$ cat src/hw/rtl/ffca_pkg.sv
// Shared types, codes and constants of the first-fit coalescing allocator.
`timescale 1ns / 1ps

package ffca_pkg;

  // Field widths.
  localparam int unsigned ADDR_W     = 32;
  localparam int unsigned ALIGN_W    = 16;
  localparam int unsigned OP_W       = 2;
  localparam int unsigned STATUS_W   = 3;
  localparam int unsigned CFG_IDX_W  = 2;

  // Default number of chunk descriptors.
  localparam int unsigned DEFAULT_MAX_CHUNKS = 64;

  // Smallest alignment that the allocator works with.
  localparam logic [ALIGN_W-1:0] MIN_ALIGN = ALIGN_W'(2);

  // Operation codes.
  localparam logic [OP_W-1:0] OP_INIT  = 2'd0;
  localparam logic [OP_W-1:0] OP_ALLOC = 2'd1;
  localparam logic [OP_W-1:0] OP_FREE  = 2'd2;

  // Status codes.
  localparam logic [STATUS_W-1:0] ST_OK           = 3'd0;
  localparam logic [STATUS_W-1:0] ST_INVALID_AREA = 3'd1;
  localparam logic [STATUS_W-1:0] ST_NO_MEMORY    = 3'd2;
  localparam logic [STATUS_W-1:0] ST_ALREADY_FREE = 3'd3;
  localparam logic [STATUS_W-1:0] ST_NOT_FOUND    = 3'd4;

  // Configuration register indexes.
  localparam logic [CFG_IDX_W-1:0] CFG_AREA_START  = 2'd0;
  localparam logic [CFG_IDX_W-1:0] CFG_AREA_LENGTH = 2'd1;
  localparam logic [CFG_IDX_W-1:0] CFG_ALIGN_UNIT  = 2'd2;

  // Request transaction.
  typedef struct packed {
    logic [OP_W-1:0]   op;
    logic [ADDR_W-1:0] request_size;
    logic [ADDR_W-1:0] release_address;
  } req_t;

  // Response transaction.
  typedef struct packed {
    logic [ADDR_W-1:0]   granted_address;
    logic [STATUS_W-1:0] status;
  } rsp_t;

endpackage

$ cat src/hw/rtl/ffca_mem.sv
// Descriptor memory: one write port, one read port, registered read data.
`timescale 1ns / 1ps

module ffca_mem #(
  parameter int unsigned DEPTH = ffca_pkg::DEFAULT_MAX_CHUNKS,
  parameter int unsigned WIDTH = 8,
  parameter int unsigned AW    = $clog2(DEPTH)
) (
  input  logic             clk_i,
  input  logic             we_i,
  input  logic [AW-1:0]    waddr_i,
  input  logic [WIDTH-1:0] wdata_i,
  input  logic             re_i,
  input  logic [AW-1:0]    raddr_i,
  output logic [WIDTH-1:0] rdata_o
);

  logic [WIDTH-1:0] mem_q [DEPTH];
  logic [WIDTH-1:0] rdata_q;

  // Write port.
  always_ff @(posedge clk_i) begin
    if (we_i) begin
      mem_q[waddr_i] <= wdata_i;
    end
  end

  // Read port; the data is registered and appears in the cycle after the read.
  always_ff @(posedge clk_i) begin
    if (re_i) begin
      rdata_q <= mem_q[raddr_i];
    end
  end

  assign rdata_o = rdata_q;

endmodule

$ cat config.mk
export PLATFORM = sky130hd
export DESIGN_NAME = ffca_mem
export DESIGN_NICKNAME = d
export VERILOG_FILES = /design/src/hw/rtl/ffca_pkg.sv /design/src/hw/rtl/ffca_mem.sv
export SDC_FILE = /design/constraint.sdc
export NUM_CORES = 1
export LEC_CHECK = 0
export BUFFER_PORTS_ARGS = -buffer_cell sky130_fd_sc_hd__buf_2
export CORE_ASPECT_RATIO = 0.75
export CORE_MARGIN = 2
export CORE_UTILIZATION = 30
export DETAILED_ROUTE_END_ITERATION = 16
export GPL_TIMING_DRIVEN = 0
export PLACE_DENSITY = 0.55
export SLEW_MARGIN = 20
export SYNTH_ARGS = -nofsm -noshare
export SYNTH_HDL_FRONTEND = slang
export SYNTH_SLANG_ARGS = --single-unit
export TNS_END_PERCENT = 30
$ cat constraint.sdc
create_clock -name clk_i -period 2.8 [get_ports clk_i]
set_input_delay 0.56 -clock clk_i [delete_from_list [all_inputs] [get_ports clk_i]]
set_output_delay 0.56 -clock clk_i [all_outputs]
set_load 0.02 [all_outputs]
==> After elaboration in Yosys (flattened, before gate mapping) <==
Memory sizes are Yosys's and may differ from the RTL's. A register that Yosys moved wholly into a read port is not among the register bits.
Cells that the tools add are included.
{ "classes": {"n_mux": 2} }
{ "op_table": {"columns": ["op", "count"], "rows": [
  ["2-to-1 mux 1 bit", 2]
]} }
{ "totals": {"register_bits": 0, "ramBits": 512, "input_bits": 23, "output_inout_bits": 8, "n_memories": 1} }
{ "mem_list": {"columns": ["memory", "words", "width", "rd", "rd_ports_with_merged_regs", "wr", "line_no", "text"], "rows": [
  ["mem_q", 64, 8, 1, 1, 1, "ffca_mem.sv:18", "logic [WIDTH-1:0] mem_q [DEPTH];"]
]} }

==> Longest topological paths before layout <==
{ "logic_depth": {"word_depth": 2, "depth_mapped": 9, "mapped_depth_nobuf": 5} }

==> Worst setup path before layout <==
No wires, ideal clock.
{ "synth_path": {"kind": "input port to flip-flop", "start": "input raddr_i[1]", "end": "register rdata_q[3], in the netlist rdata_o[3] (read register of mem_q) (data pin)", "setup_time_ps": 266, "t_arrival_ps": 2100, "slack_ps": 434, "path_stages": 7, "path_buffers": 3, "cell_sequence": "buf_4 -> buf_2 -> buf_2 -> mux4_2 -> mux4_2 -> o21ai_1 -> o41ai_1"} }
{ "synth_lines": {"columns": ["element", "line_no", "text"], "rows": [
  ["start, declared", "ffca_mem.sv:14", "input logic [AW-1:0] raddr_i,"],
  ["end, declared", "ffca_mem.sv:19", "logic [WIDTH-1:0] rdata_q;"]
]} }

==> out/metrics.yaml <==
clock.fmax_mhz: 348.5
violations: "setup timing"
cp_slowest_cell: "buf_1"
drt_iter0_markers: 1383
outcome: "finished, violations left"
antenna_found_initial: 4
yosys.area_share.simple_pct: 3.374
num-nets-final: 1039
fin_cells: 1939
crit_top_cell: "buf_2"
vdd_drop_max_mv: 0.3429
worstSetupPathType: "in2reg"
synth.distinct_cells: 39
cts_buffers: 51
die_h_um: 229.0
synthAdderAreaFrac_pct: 0
dieWidth_um: 304.0
design_power_total_mw: 16.47
leakage_nw: 7.068
post_cts_buffers: 0
overflow: 0
worstMarginPinSlew_ns: 1.042
muxShareOfSynthArea_pct: 15.88
dp_hpwl_mm: 34.16
layout_setup_ws_ns: -0.06928
synth_edf_count: 520
worstPathRequired_ns: 3.12
clkLatencyLatePin_ns: 0.60
grt_pass1_wl_mm: 74.69
syn2layout_area_growth_pct: 14.63
cts_root_buf: "clkbuf_16"
grt_max_degree: 65
critPathCaptureType: "register"
synthesis.area_mm2: 0.02025
worstPathArrival_ns: 3.19
core_mm2: 0.06679
synth_top_area_share_pct: 77.12
routed_wirelength_mm: 52.73
synth-xor-area-share_pct: 0
rows: 82
syn_nets: 963
place_congestion: 0.8406
drc: 0
fin_crit_sh_pct: 102.5
path_buf_inv: 4
drv_cap: 0
drt-vias-per-instance: 5.170
finalSetupViolCount: 2
cts_max_path_buffers: 3
ant_nets: 0
synth_top_area_cell: "edfxtp_1"
grt_pass1_vias: 9811
hp-class: "in2reg"
synth_top_family_by_area: "multiplexers"
ys_seq_elements: 520
cts_tree: "yes"
dpl.cell_count: 1845
hold_violations: 0
vias: 10020
synth_async_sr_flop_share_pct: 0
startpoint_type: "input port"
clkTransAtPathRegs_ns: 0.06
max_stage_delay_ns: 0.75
syn-instance-count: 940
synth_ff_type: "edfxtp_1"
synth_area_per_cell_um2: 21.54
io_pins: 31
crit_path_max_fanout: 10
grt_usage_pct: 15.08
dr.pass1.iters: 5
htree_levels: 2
synth_compound_area_share_pct: 2.064
path_cells: "buf_2 -> buf_2 -> buf_1 -> clkbuf_1 -> nand3_1 -> o2111ai_1 -> nand2_1 -> o2bb2ai_1"
synth-warning-count: 0
ys_seq_area_share_pct: 77.12
path_depth: 8
yosys-top-cells-area: "edfxtp_1 (77%), mux4_2 (14%), nor2_1 (1.5%), mux2i_1 (1.1%), mux2_2 (0.72%)"
relSlewSlack_pct: 30.26
drive_gt1_share_pct: 26.04
cp_top_family: "buffers and inverters"
die-area_mm2: 0.06961
io_buffers: 22
start_util_pct: 30.31
cts.sinks: 520
fin_crit_ns: 2.869
rsz0062_at_grt: "true"
rr_worst_depth: 5
slew_violations: 0
min_path_cells: 1
fin_worst_skew_ns: 0.02512
power.density_mw_per_mm2: 709.6
post_drt_wl_per_cell_um: 27.19
## cell usage after synthesis, drive strengths merged, types with 6 or more instances
library cell / count
nand3: 13
nand2: 19
o22ai: 8
buf: 34
mux2i: 23
edfxtp: 520
a221oi: 6
nor2b: 14
nand2b: 7
mux4: 126
o221ai: 8
mux2: 13
clkbuf: 17
nor3: 7
nor2: 83
## timing repair
action | CTS | global route
setup endpoints to repair | 6 | 8
hold buffers | 0 | 0
pin swaps | 0 | 0
gates resized for setup | 3 | 6
cloned | 0 | 0
## path summary, 6_finish.rpt
check                                   from          to  slack (ns)
worst max-delay path              raddr_i[2]  rdata_o[0]       -0.07
worst min register to register   mem_q[4][7]  rdata_o[7]        1.01
worst min-delay path                    re_i  rdata_o[5]        0.37
worst max register to register  mem_q[29][6]  rdata_o[6]        0.48
## cell usage in the layout, fill, tap and decap left out, drive strengths merged, types with 2 or more instances in the layout
| cell type | Yosys | final |
|---|---|---|
| a2111oi | 2 | 2 |
| a211oi | 4 | 4 |
| a21oi | 3 | 3 |
| a221oi | 6 | 6 |
| a22oi | 3 | 3 |
| buf | 34 | 56 |
| bufinv | 0 | 6 |
| clkbuf | 17 | 80 |
| clkinv | 0 | 22 |
| clkinvlp | 0 | 2 |
| edfxtp | 520 | 520 |
| mux2 | 13 | 13 |
| mux2i | 23 | 23 |
| mux4 | 126 | 126 |
| nand2 | 19 | 19 |
| nand2b | 7 | 7 |
| nand3 | 13 | 13 |
| nand3b | 3 | 3 |
| nand4 | 2 | 2 |
| nor2 | 83 | 83 |
| nor2b | 14 | 14 |
| nor3 | 7 | 7 |
| nor4 | 2 | 2 |
| o2111ai | 3 | 3 |
| o21a | 2 | 2 |
| o21ai | 4 | 4 |
| o221a | 2 | 2 |
| o221ai | 8 | 8 |
| o22ai | 8 | 8 |
| o2bb2ai | 3 | 3 |
| o32ai | 2 | 2 |
| o41ai | 2 | 2 |
## cell type report
cell class                 instances  area [µm²]
fill                            6198       43580
sequential                       520       15620
multi-input combinational        369        4360
clock buffer                      62        1339
tap                              882        1104
buffer                            51       321.6
clock inverter                    31       319.1
timing repair buffer              23       147.6
antenna                            1       2.502
## flip-flops by register name, indices dropped and copies added, names as in the netlist
signal,flops
rdata_o,8
mem_q,512
## where the power goes
| group | internal, mW | leakage [nW] | total, mW | switching, mW |
|---|---|---|---|---|
| logic | 0.311 | 1.58 | 0.914 | 0.603 |
| clock network | 3.96 | 0.806 | 6.91 | 2.95 |
| registers | 8.63 | 4.69 | 8.65 | 0.0143 |
## cells by family (layout without fill, tap and decap cells)
kind of cell / count (synthesis) / in the layout
AOI/OAI and AO/OA: 54 / 54
buffers and inverters: 51 / 167
DFF: 520 / 520
muxes: 162 / 162
other: 0 / 1
and+or+nand+nor: 153 / 153
## per-stage QoR
stage | util [%] | setup TNS, ns | setup WS (ns) | hold WS, ns | instance area, µm²
2_1_floorplan | - | 0 | 0.4337 | 0.6589 | 20250
3_3_place_gp | 32.13 | -7.823 | -0.8901 | 0.9828 | 21460
3_5_place_dp | 32.18 | -13.84 | -0.9320 | 0.9875 | 21500
4_1_cts | 34.68 | -0.2797 | -0.1641 | 0.3518 | 23160
5_1_grt | 34.74 | -0.5864 | -0.2470 | 0.3644 | 23210
6_report | 34.75 | -0.1341 | -0.06928 | 0.3733 | 23210
## per-layer routing
layer	track usage (%)	wire [µm]
met1	23.75	25240
met2	20.57	21690
met3	3.738	4745
met4	3.762	1037
met5	0	17
No activity file was read; power rests on OpenSTA's default activity.
