## src/hw/rtl/ffca_pkg.sv

```systemverilog
// Shared types, codes and constants of the first-fit coalescing allocator.
`timescale 1ns / 1ps

package ffca_pkg;

  // Field widths.
  localparam int unsigned ADDR_W     = 32;
  localparam int unsigned ALIGN_W    = 16;
  localparam int unsigned OP_W       = 2;
  localparam int unsigned STATUS_W   = 3;
  localparam int unsigned CFG_IDX_W  = 2;

  // Default number of chunk descriptors.
  localparam int unsigned DEFAULT_MAX_CHUNKS = 64;

  // Smallest alignment that the allocator works with.
  localparam logic [ALIGN_W-1:0] MIN_ALIGN = ALIGN_W'(2);

  // Operation codes.
  localparam logic [OP_W-1:0] OP_INIT  = 2'd0;
  localparam logic [OP_W-1:0] OP_ALLOC = 2'd1;
  localparam logic [OP_W-1:0] OP_FREE  = 2'd2;

  // Status codes.
  localparam logic [STATUS_W-1:0] ST_OK           = 3'd0;
  localparam logic [STATUS_W-1:0] ST_INVALID_AREA = 3'd1;
  localparam logic [STATUS_W-1:0] ST_NO_MEMORY    = 3'd2;
  localparam logic [STATUS_W-1:0] ST_ALREADY_FREE = 3'd3;
  localparam logic [STATUS_W-1:0] ST_NOT_FOUND    = 3'd4;

  // Configuration register indexes.
  localparam logic [CFG_IDX_W-1:0] CFG_AREA_START  = 2'd0;
  localparam logic [CFG_IDX_W-1:0] CFG_AREA_LENGTH = 2'd1;
  localparam logic [CFG_IDX_W-1:0] CFG_ALIGN_UNIT  = 2'd2;

  // Request transaction.
  typedef struct packed {
    logic [OP_W-1:0]   op;
    logic [ADDR_W-1:0] request_size;
    logic [ADDR_W-1:0] release_address;
  } req_t;

  // Response transaction.
  typedef struct packed {
    logic [ADDR_W-1:0]   granted_address;
    logic [STATUS_W-1:0] status;
  } rsp_t;

endpackage

```

## src/hw/rtl/ffca_rem.sv

```systemverilog
// Bit-serial remainder unit: dividend modulo a narrow divisor, one bit per cycle.
`timescale 1ns / 1ps

module ffca_rem (
  input  logic                             clk_i,
  input  logic                             rst_ni,
  input  logic                             start_i,
  input  logic [ffca_pkg::ADDR_W-1:0]      dividend_i,
  input  logic [ffca_pkg::ALIGN_W-1:0]     divisor_i,
  output logic                             done_o,
  output logic [ffca_pkg::ALIGN_W-1:0]     rem_o
);

  localparam int unsigned DW = ffca_pkg::ADDR_W;
  localparam int unsigned VW = ffca_pkg::ALIGN_W;
  localparam int unsigned CW = $clog2(DW);

  logic [DW-1:0] dvd_q;
  logic [VW-1:0] dvs_q;
  logic [VW-1:0] r_q;
  logic [VW-1:0] r_d;
  logic [CW-1:0] cnt_q;
  logic          busy_q;
  logic          done_q;
  logic [VW:0]   trial;

  // One restoring step: shift in the next dividend bit and subtract if it fits.
  always_comb begin
    trial = {r_q, dvd_q[DW-1]};
    if (trial >= {1'b0, dvs_q}) begin
      r_d = VW'(trial - {1'b0, dvs_q});
    end else begin
      r_d = trial[VW-1:0];
    end
  end

  always_ff @(posedge clk_i or negedge rst_ni) begin
    if (!rst_ni) begin
      dvd_q  <= '0;
      dvs_q  <= '0;
      r_q    <= '0;
      cnt_q  <= '0;
      busy_q <= 1'b0;
      done_q <= 1'b0;
    end else if (start_i) begin
      dvd_q  <= dividend_i;
      dvs_q  <= divisor_i;
      r_q    <= '0;
      cnt_q  <= '0;
      busy_q <= 1'b1;
      done_q <= 1'b0;
    end else if (busy_q) begin
      r_q   <= r_d;
      dvd_q <= {dvd_q[DW-2:0], 1'b0};
      cnt_q <= cnt_q + CW'(1);
      if (cnt_q == CW'(DW - 1)) begin
        busy_q <= 1'b0;
        done_q <= 1'b1;
      end
    end else begin
      done_q <= 1'b0;
    end
  end

  assign done_o = done_q;
  assign rem_o  = r_q;

endmodule

```

## config.mk

```make
export PLATFORM = sky130hd
export DESIGN_NAME = ffca_rem
export DESIGN_NICKNAME = d
export VERILOG_FILES = /design/src/hw/rtl/ffca_pkg.sv /design/src/hw/rtl/ffca_rem.sv
export SDC_FILE = /design/constraint.sdc
export NUM_CORES = 1
export LEC_CHECK = 0
export BUFFER_PORTS_ARGS = -buffer_cell sky130_fd_sc_hd__buf_2
export CAP_MARGIN = 20
export CORE_ASPECT_RATIO = 1.1
export CORE_MARGIN = 5
export CORE_UTILIZATION = 40
export CTS_CLUSTER_SIZE = 25
export DETAILED_ROUTE_END_ITERATION = 6
export MAX_ROUTING_LAYER = met4
export PLACE_DENSITY = 0.69
export SLEW_MARGIN = 10
export SYNTH_ARGS = -nofsm -noshare
export SYNTH_HDL_FRONTEND = slang
export SYNTH_SLANG_ARGS = --single-unit
```

## constraint.sdc

```tcl
create_clock -name clk_i -period 6 [get_ports clk_i]
set_clock_uncertainty 0.15 [all_clocks]
set_input_delay 0.3 -clock clk_i [delete_from_list [all_inputs] [get_ports clk_i]]
set_output_delay 0.3 -clock clk_i [all_outputs]
set_load 0.02 [all_outputs]
```

# ---- Yosys cells after proc, flatten, opt, wreduce, memory -nomap -nowiden
# Cells that the tools add are included.
dict set report word_totals {
  out_inout_bits 17
  elab_cells 25
  regBits 71
  input_bits 51
}
dict set report op_classes {
  order_cmp 1
  add_sub_neg 2
  n_reduce_logical 1
  n_eq_ne 2
  n_mux 13
}
# cell n
set op_table {}
lappend op_table {{32-bit 2-to-1 mux} 2}
lappend op_table {{16-bit 2-to-1 mux} 3}
lappend op_table {{17-bit by 16-bit >= comparator with 1-bit output} 1}
lappend op_table {{16-bit subtractor} 1}
lappend op_table {{5-bit 2-to-1 mux} 2}
lappend op_table {{1-bit 2-to-1 mux} 6}
lappend op_table {{5-bit by 1-bit adder with 5-bit output (second input constant)} 1}
lappend op_table {{5-bit equality test (second input constant)} 1}
lappend op_table {{3-bit by 2-bit != test with 1-bit output (second input constant)} 1}
lappend op_table {{2-bit nonzero test} 1}

# ---- Longest topological paths before layout
# Gate-level depths: netlist of the first run.
dict set report depth {
  ltp_word 4
  depth_mapped 10
  mapped_depth_nobuf 9
}

# ---- Worst setup path before layout of the first run
# No wires, ideal clock.
dict set report synth_path {
  kind {reg-to-reg}
  startpoint {reg r_q[10], in the netlist rem_o[10]}
  endpoint {reg r_q[0], in the netlist rem_o[0]}
  slack_ps 3509
  setup_time_ps 126
  path_buffers 1
  period_less_slack_ps 2491
  path_stages_with_launch 8
  t_required_ps 5724
  t_arrival_ps 2215
  path_cell_list {dfrtp_1 -> ha_1 -> and3_1 -> o21a_1 -> a311oi_2 -> a31oi_2 -> buf_6 -> o311a_1}
}
dict set report synth_via {
  elab_chain_cells 4
}
# element line_no
set synth_rtl {}
lappend synth_rtl {{from (decl)} ffca_rem.sv:20} ;# logic [VW-1:0] r_q;
lappend synth_rtl {{from (signal assigned)} ffca_rem.sv:53} ;# r_q <= r_d;
lappend synth_rtl {{17-bit by 16-bit >= comparator with 1-bit output} ffca_rem.sv:30} ;# if (trial >= {1'b0, dvs_q}) begin
lappend synth_rtl {{16-bit 2-to-1 mux} ffca_rem.sv:30}
lappend synth_rtl {{16-bit 2-to-1 mux} ffca_rem.sv:52} ;# end else if (busy_q) begin
lappend synth_rtl {{16-bit 2-to-1 mux} ffca_rem.sv:45} ;# end else if (start_i) begin
# Every way passes these cells. The select of a mux whose other input is x is not followed.
# A chain may end at the register's enable or synchronous reset.

# ---- Worst setup path in the final report of the first run
dict set report layout_path {
  startpoint {reg r_q[6], in the netlist rem_o[6]}
  endpoint {reg r_q[9], in the netlist rem_o[9]}
}
dict set report layout_via {
  elab_chain_cells 4
  elab_cells_between_ends 5
  cone_classes {add/sub (1); order compare (1); mux (3)}
}
# element line_no
set layout_rtl {}
lappend layout_rtl {{16-bit subtractor / 17-bit by 16-bit >= comparator with 1-bit output (equally long branches)} {ffca_rem.sv:31, ffca_rem.sv:30}}
lappend layout_rtl {{16-bit 2-to-1 mux (*)} ffca_rem.sv:30}
lappend layout_rtl {{16-bit 2-to-1 mux (*)} ffca_rem.sv:52}
lappend layout_rtl {{16-bit 2-to-1 mux (*)} ffca_rem.sv:45}
# Every way passes the cells marked *; elsewhere a longest branch is shown, timed or not. The select of a mux whose other input is x is not followed.

==> results of run 1 <==
-- layout by cell type, fill, tap and decap left out, types with 3 or more instances in the layout --
master         instances
a211oi_1               3
a21o_1                 3
a21oi_1               13
a311oi_1               3
a311oi_2               7
a41oi_1                3
and3_1                 7
buf_2                 67
buf_4                  3
bufinv_16              3
clkbuf_8               9
dfrtp_1               70
dlygate4sd3_1         28
ha_1                  18
inv_1                 22
mux2i_1               33
nand2_1               79
nand3_1                6
nand4_1                4
nor2_1                33
nor3_1                 4
o21a_1                 3
o21ai_0               55
o21ai_1                3
xnor2_1                9
xor2_1                 4
-- power groups by stage --
stage               registers [W]  logic, W  clock network, W
detailed placement       0.000536  0.000168                 0
finish                   0.000527  0.000182          0.000485
CTS                      0.000527  0.000183          0.000496
global route             0.000531  0.000209          0.000520
global placement         0.000535  0.000164                 0
floorplan                0.000534  0.000116                 0
-- worst max-delay path by stage --
stage / cells after the start / startpoint / slack (ps) / endpoint
after floorplan: 7 / rem_o[10] / 3510 / rem_o[0]
after global placement: 7 / rem_o[7] / 3200 / rem_o[9]
after detailed placement: 7 / rem_o[6] / 3080 / rem_o[9]
after CTS: 7 / rem_o[6] / 3060 / rem_o[9]
after global routing: 7 / rem_o[7] / 2840 / rem_o[9]
final: 7 / rem_o[6] / 3040 / rem_o[9]
-- per-layer routing --
metal,global-route usage,vias up
met4,0.0587,0
met3,0.0373,14
li1,-,1714
met2,0.263,65
met1,0.208,1571
met5,-,-
-- cells by family (layout without fill, tap and decap cells) --
family / Yosys count / after routing / share of synthesized area
and+or+nand+nor: 142 / 142 / 0.150
DFF: 71 / 71 / 0.435
AOI/OAI and AO/OA: 115 / 115 / 0.194
buffers and inverters: 49 / 136 / 0.0505
adders and majority gates: 19 / 19 / 0.0600
muxes: 34 / 34 / 0.0835
xor gates and xnor gates: 13 / 13 / 0.0278
-- state kept, by name, indices dropped and copies added, names as in the netlist --
signal and cells:
dvd_q 32, dvs_q 16, rem_o 16, cnt_q 5, busy_q 1, done_o 1
-- layout make-up --
cell class,count,area (um2),share of cell area
Timing Repair Buffer,98,638,0.127
Multi-Input combinational cell,323,2110,0.421
Clock inverter,7,128,0.0255
Sequential cell,71,1780,0.355
Tap cell,120,150,0.0300
Inverter,22,82.6,0.0165
Clock buffer,9,124,0.0247
-- synthesized netlist by cell type, types with 2 or more instances --
cell type | count | area share
ha_1 | 18 | 0.055
nand2_1 | 79 | 0.073
a311oi_1 | 3 | 0.0064
xor2_1 | 4 | 0.0086
o21a_1 | 3 | 0.0055
a41oi_1 | 3 | 0.0064
buf_1 | 5 | 0.0046
nand4_1 | 4 | 0.0061
o311a_1 | 2 | 0.0049
o41ai_1 | 2 | 0.0043
mux2i_1 | 33 | 0.081
inv_1 | 22 | 0.020
buf_6 | 2 | 0.0055
nand3_1 | 6 | 0.0073
a311oi_2 | 7 | 0.026
and3_1 | 7 | 0.011
xnor2_1 | 9 | 0.019
nor2_1 | 33 | 0.030
o21ai_2 | 2 | 0.0043
nand2b_1 | 2 | 0.0031
buf_2 | 3 | 0.0037
a21oi_1 | 13 | 0.016
o21ai_0 | 55 | 0.067
nor3_1 | 4 | 0.0049
a211oi_1 | 3 | 0.0055
dfrtp_1 | 71 | 0.43
a21o_1 | 3 | 0.0055
o2111ai_1 | 2 | 0.0043
clkbuf_1 | 16 | 0.015
o21ai_1 | 3 | 0.0037
-- repair_timing --
action / CTS / global route
endpoints found under the hold margin: 26 / 2
hold buffers: 26 / 2
gates resized for setup: 0 / 0
-- per-stage QoR --
stage               area [um2]  total power (W)  setup slack, ps  hold slack (ps)  instances
CTS                       4990          0.00121             3060            0.466        648
floorplan                 4090         0.000650             3510             -146        443
detailed placement        4470         0.000705             3080              337        606
finish                    5010          0.00119             3040            -22.7        650
global route              5010          0.00126             2840             5.60        650
global placement          4470         0.000699             3200              317        606
==> flow_metrics.tcl, run 1 <==
set metrics [dict create \
    outcome "finished with violations" \
    violations "negative hold slack" \
    hold_class "primary input to asynchronous set/reset pin" \
    syn_nets 513 \
    cts_tree "yes" \
    grt_pass1_vias 3372 \
    utilization 0.504 \
    fin_nets 595 \
    path_cells "ha_1 -> nand2_1 -> o21ai_2 -> a311oi_2 -> a31oi_2 -> o2111ai_1 -> a311oi_2" \
    relSlewSlack 0.339 \
    drt_iter0_drc 153 \
    grt_max_degree 112 \
    fin_crit_ps 2960 \
    numCtsBuffers 9 \
    wl_met1_um 4410 \
    clock_path_buffers 2 \
    via_per_inst 5.18 \
    setup_tns_ps 0 \
    ys.flop_type "dfrtp_1" \
    ys_seq_elements 71 \
    yosys.cell_types.count 54 \
    num_rows 38 \
    finalHoldViolations 11 \
    critPathMaxFanout 17 \
    setup_viol 0 \
    drt-total-wl_um 9350 \
    initial_core_util 0.411 \
    gr-total-overflow 0 \
    antenna_cells 0 \
    worstSkewPairLatency_ps 350 \
    num_vias 3364 \
    power_frac_clock 0.406 \
    r2r_cells 7 \
    seqPwrFrac 0.441 \
    cts_num_sinks 71 \
    die_x_um 106 \
    route.met3.wl_um 368 \
    rrSetupSlack_ps 3040 \
    power.density_nw_per_um2 238 \
    p_int_w 0.000874 \
    place_congestion 0.839 \
    start_kind "flip-flop" \
    p_switching_w 0.000319 \
    max_cap_viol_count 0 \
    power_frac_comb 0.152 \
    rsz0062_at_grt "false" \
    drive_gt1_frac 0.200 \
    cp_data_required_time_ps 6110 \
    crit_arrival_ps 3070 \
    slew_violations 0 \
    antenna_found_initial 0 \
    root_buffer "clkbuf_8" \
    r2r_start "rem_o[6]" \
    cpMostUsedCell "a311oi_2" \
    syn_area_per_cell_um2 9.23 \
    critPathBufInv 0 \
    die_h_um 116 \
    dp_hpwl_um 6250 \
    area_growth_pct 22.4 \
    synth_area_um2 4090 \
    netlist_instances 443 \
    ys_seq_area_frac 0.435 \
    clkTransAtPathRegs_ps 90 \
    drc 0 \
    dr.pass1.iters 4 \
    cp_slowest_stage_delay_ps 740 \
    p_sw_frac 0.267 \
    design.core.area_um2 9940 \
    synth_warnings 0 \
    synth-edff-count 0 \
    worst-slew-pin-transition_ps 991 \
    io_buffers 67 \
    fin_hold_ws_ps -22.7 \
    grt_pass1_wl_um 16000 \
    slowest_stage "a31oi_2" \
    worst_r2r_endpoint "rem_o[9]" \
    critPathKind "flip-flop to flip-flop" \
    post-cts-setup-buffers 0 \
    dieArea_um2 12300 \
    nFillCells 962 \
    grt_usage 0.165 \
    max_freq_mhz 337 \
    p_leak_nw 2.64 \
    end_kind "flip-flop" \
    htreeDepth 3 \
    routedWlPerCell_um 14.4 \
    pin_count 68 \
    wl_met2_um 4420 \
    irDropWorstVdd_mv 0.114 \
    critical-path-top-delay-family "compound AO/OA/AOI/OAI gates" \
    highest_layer "met4" \
    period_share 0.494 \
    postSynth.asyncResetShare 1.00 \
    ant_nets 0 \
]
No activity file was read; power rests on OpenSTA's default activity.
==> run 2: changes to the inputs <==
PLACE_DENSITY = 0.71   (was 0.69)
clock period = 2.4 ns   (was 6 ns; I/O delays follow)
==> run 2 against run 1 <==
The run ends with negative setup slack left. Fmax increased by 20%. Clock power increased by 130%. Final cell count increased by 12%. Wire length increased by 23%. Power increased to 2.6 times the previous value. Die area unchanged. Register-to-register slack got worse by 3100 ps. Flip-flop and latch count unchanged. Via count increased by 13%. Utilization increased by 10 points. Highest routed layer unchanged. Cell area increased by 20%. Hold slack improved by 110 ps. Largest power group unchanged.
==> flow_metrics.tcl, run 2 (synthesis gave the netlist of run 1 again) <==
set metrics [dict create \
    via_per_inst 5.26 \
    period_share 1.03 \
    critPathMaxFanout 8 \
    hold_class "primary input to flip-flop" \
    drc 0 \
    relSlewSlack 0.570 \
    drive_gt1_frac 0.332 \
    violations "negative setup slack" \
    outcome "finished with violations" \
    drt_iter0_drc 242 \
    path_cells "ha_4 -> and3_4 -> o21a_1 -> a311oi_4 -> buf_4 -> a31oi_4 -> buf_12 -> buf_12 -> o311a_1" \
    place_area_um2 4850 \
    crit_arrival_ps 2570 \
    power_frac_comb 0.203 \
    p_int_w 0.00218 \
    gr-total-overflow 0 \
    root_buffer "clkbuf_8" \
    numCtsBuffers 9 \
    pin_count 68 \
    slowest_stage "dfrtp_1" \
    clkTransAtPathRegs_ps 80 \
    grt_pass1_wl_um 18200 \
    dr.pass1.iters 4 \
    io_buffers 67 \
    max_freq_mhz 404 \
    p_sw_frac 0.284 \
    mostFrequentLayoutCell "nand2_1" \
    postLayoutCellArea_um2 6010 \
    cp_slowest_stage_delay_ps 430 \
    fin_nets 670 \
    grt_pass1_vias 3824 \
    clock_path_buffers 2 \
    fin_crit_ps 2480 \
    place_congestion 0.875 \
    layout_common_cells "74 x nand2_1, 69 x dfrtp_1, 66 x buf_2" \
    finalPower_w 0.00305 \
    dieArea_um2 12300 \
    start_kind "flip-flop" \
    power_frac_clock 0.363 \
    drt-total-wl_um 11500 \
    ant_nets 0 \
    cpMostUsedCell "buf_12" \
    max_cap_viol_count 0 \
    routedWlPerCell_um 15.9 \
    cts_num_sinks 71 \
    die_h_um 116 \
    hp-start "start_i" \
    initial_core_util 0.411 \
    largest_reg_flops 32 \
    cp_data_required_time_ps 2490 \
    num_rows 38 \
    irDropWorstVdd_mv 0.313 \
    grt_usage 0.188 \
    htreeDepth 3 \
    design.core.area_um2 9940 \
    finalHoldViolations 0 \
    fin_ws_ps -75.4 \
    r2r_cells 9 \
    seqPwrFrac 0.434 \
    cts_tree "yes" \
    end_kind "flip-flop" \
    min_path_cells 3 \
    rrSetupSlack_ps -80 \
    critPathBufInv 3 \
    grt_max_degree 62 \
    p_leak_nw 3.02 \
    num_vias 3815 \
    critPathKind "flip-flop to flip-flop" \
    worst-slew-pin-transition_ps 638 \
    area_growth_pct 47.1 \
    worst_r2r_endpoint "rem_o[1]" \
    hold_end "dvd_q[29]" \
    regMostFlops "dvd_q" \
    antenna_found_initial 0 \
    p_switching_w 0.000867 \
    die_x_um 106 \
    worstSkewPairLatency_ps 350 \
    setup_viol 5 \
    critical-path-top-delay-family "compound AO/OA/AOI/OAI gates" \
    nFillCells 811 \
    slew_violations 0 \
    dp_hpwl_um 7230 \
    antenna_cells 0 \
    utilization 0.605 \
    r2r_start "rem_o[9]" \
    power.density_nw_per_um2 507 \
    rsz0062_at_grt "true" \
]
[run 2: changes by cell type in the layout (fill, tap and decap cells not counted), sizes merged]
| cell | before | now |
|---|---|---|
| buf | 70 | 122 |
| dlygate4sd3 | 28 | 49 |
| a31o | 2 | 3 |
| bufinv | 3 | 2 |
| clkbuf | 9 | 10 |
| clkinvlp | 0 | 1 |
[run 2: area by class of cell]
class	instances	area, um2	area share
repair buffers	172	1330	0.221
well taps	120	150	0.0250
clock buffers	9	124	0.0206
inverters	22	82.6	0.0137
flip-flops and latches	71	1780	0.296
multi-input cells	324	2450	0.407
clock inverters	7	103	0.0171
[run 2: worst register-to-register path: stages, from the launching register on]
cell,delay [ps]
dfrtp_1,430
ha_4,290
and3_4,170
o21a_1,190
a311oi_4,260
buf_4,190
a31oi_4,90
buf_12,170
buf_12,130
o311a_1,290
[run 2: routing by layer]
layer  track usage  up-vias  part of all wire
li1              -     1868                 -
met1         0.230     1832              0.43
met2         0.324       98              0.50
met3        0.0329       17             0.052
met4        0.0492        0             0.015
met5             -        -                 0
[run 2: power groups by stage]
stage	registers [W]	logic, W	clock network, W
floorplan	0.00134	0.000299	0
global placement	0.00134	0.000469	0
detailed placement	0.00134	0.000481	0
CTS	0.00132	0.000549	0.00112
global route	0.00133	0.000685	0.00118
finish	0.00132	0.000618	0.00111
[run 2: worst max path at each step]
stage               startpoint   endpoint  slack, ps  cells past startpoint
finish                rem_o[9]   rem_o[1]        -80                      9
global route          dvs_q[6]   rem_o[0]       -120                     10
CTS                   rem_o[1]  rem_o[11]          7                      7
detailed placement   rem_o[13]   rem_o[3]       -140                      7
global placement      rem_o[7]   rem_o[4]        -20                      9
floorplan             rem_o[7]   rem_o[7]        0.5                      9
[run 2: timing repair]
action                                 in CTS  in global routing
pin swaps                                   4                 23
buffers inserted                            3                 13
setup endpoints to repair                  13                 16
endpoints found under the hold margin      68                  0
hold buffers                               49                  0
gates resized for setup                     3                 47
gates cloned                                0                  2
[run 2: metrics by stage]
step | TNS [ps] | setup WS [ps] | hold WS [ps] | instances
after CTS | 0 | 6.50 | 71.3 | 712
after global placement | -31.1 | -16.1 | -57.1 | 644
after detailed placement | -1080 | -142 | -46.1 | 644
final | -185 | -75.4 | 88.6 | 725
after global routing | -698 | -121 | 109 | 725
after floorplan | 0 | 0.549 | -326 | 443
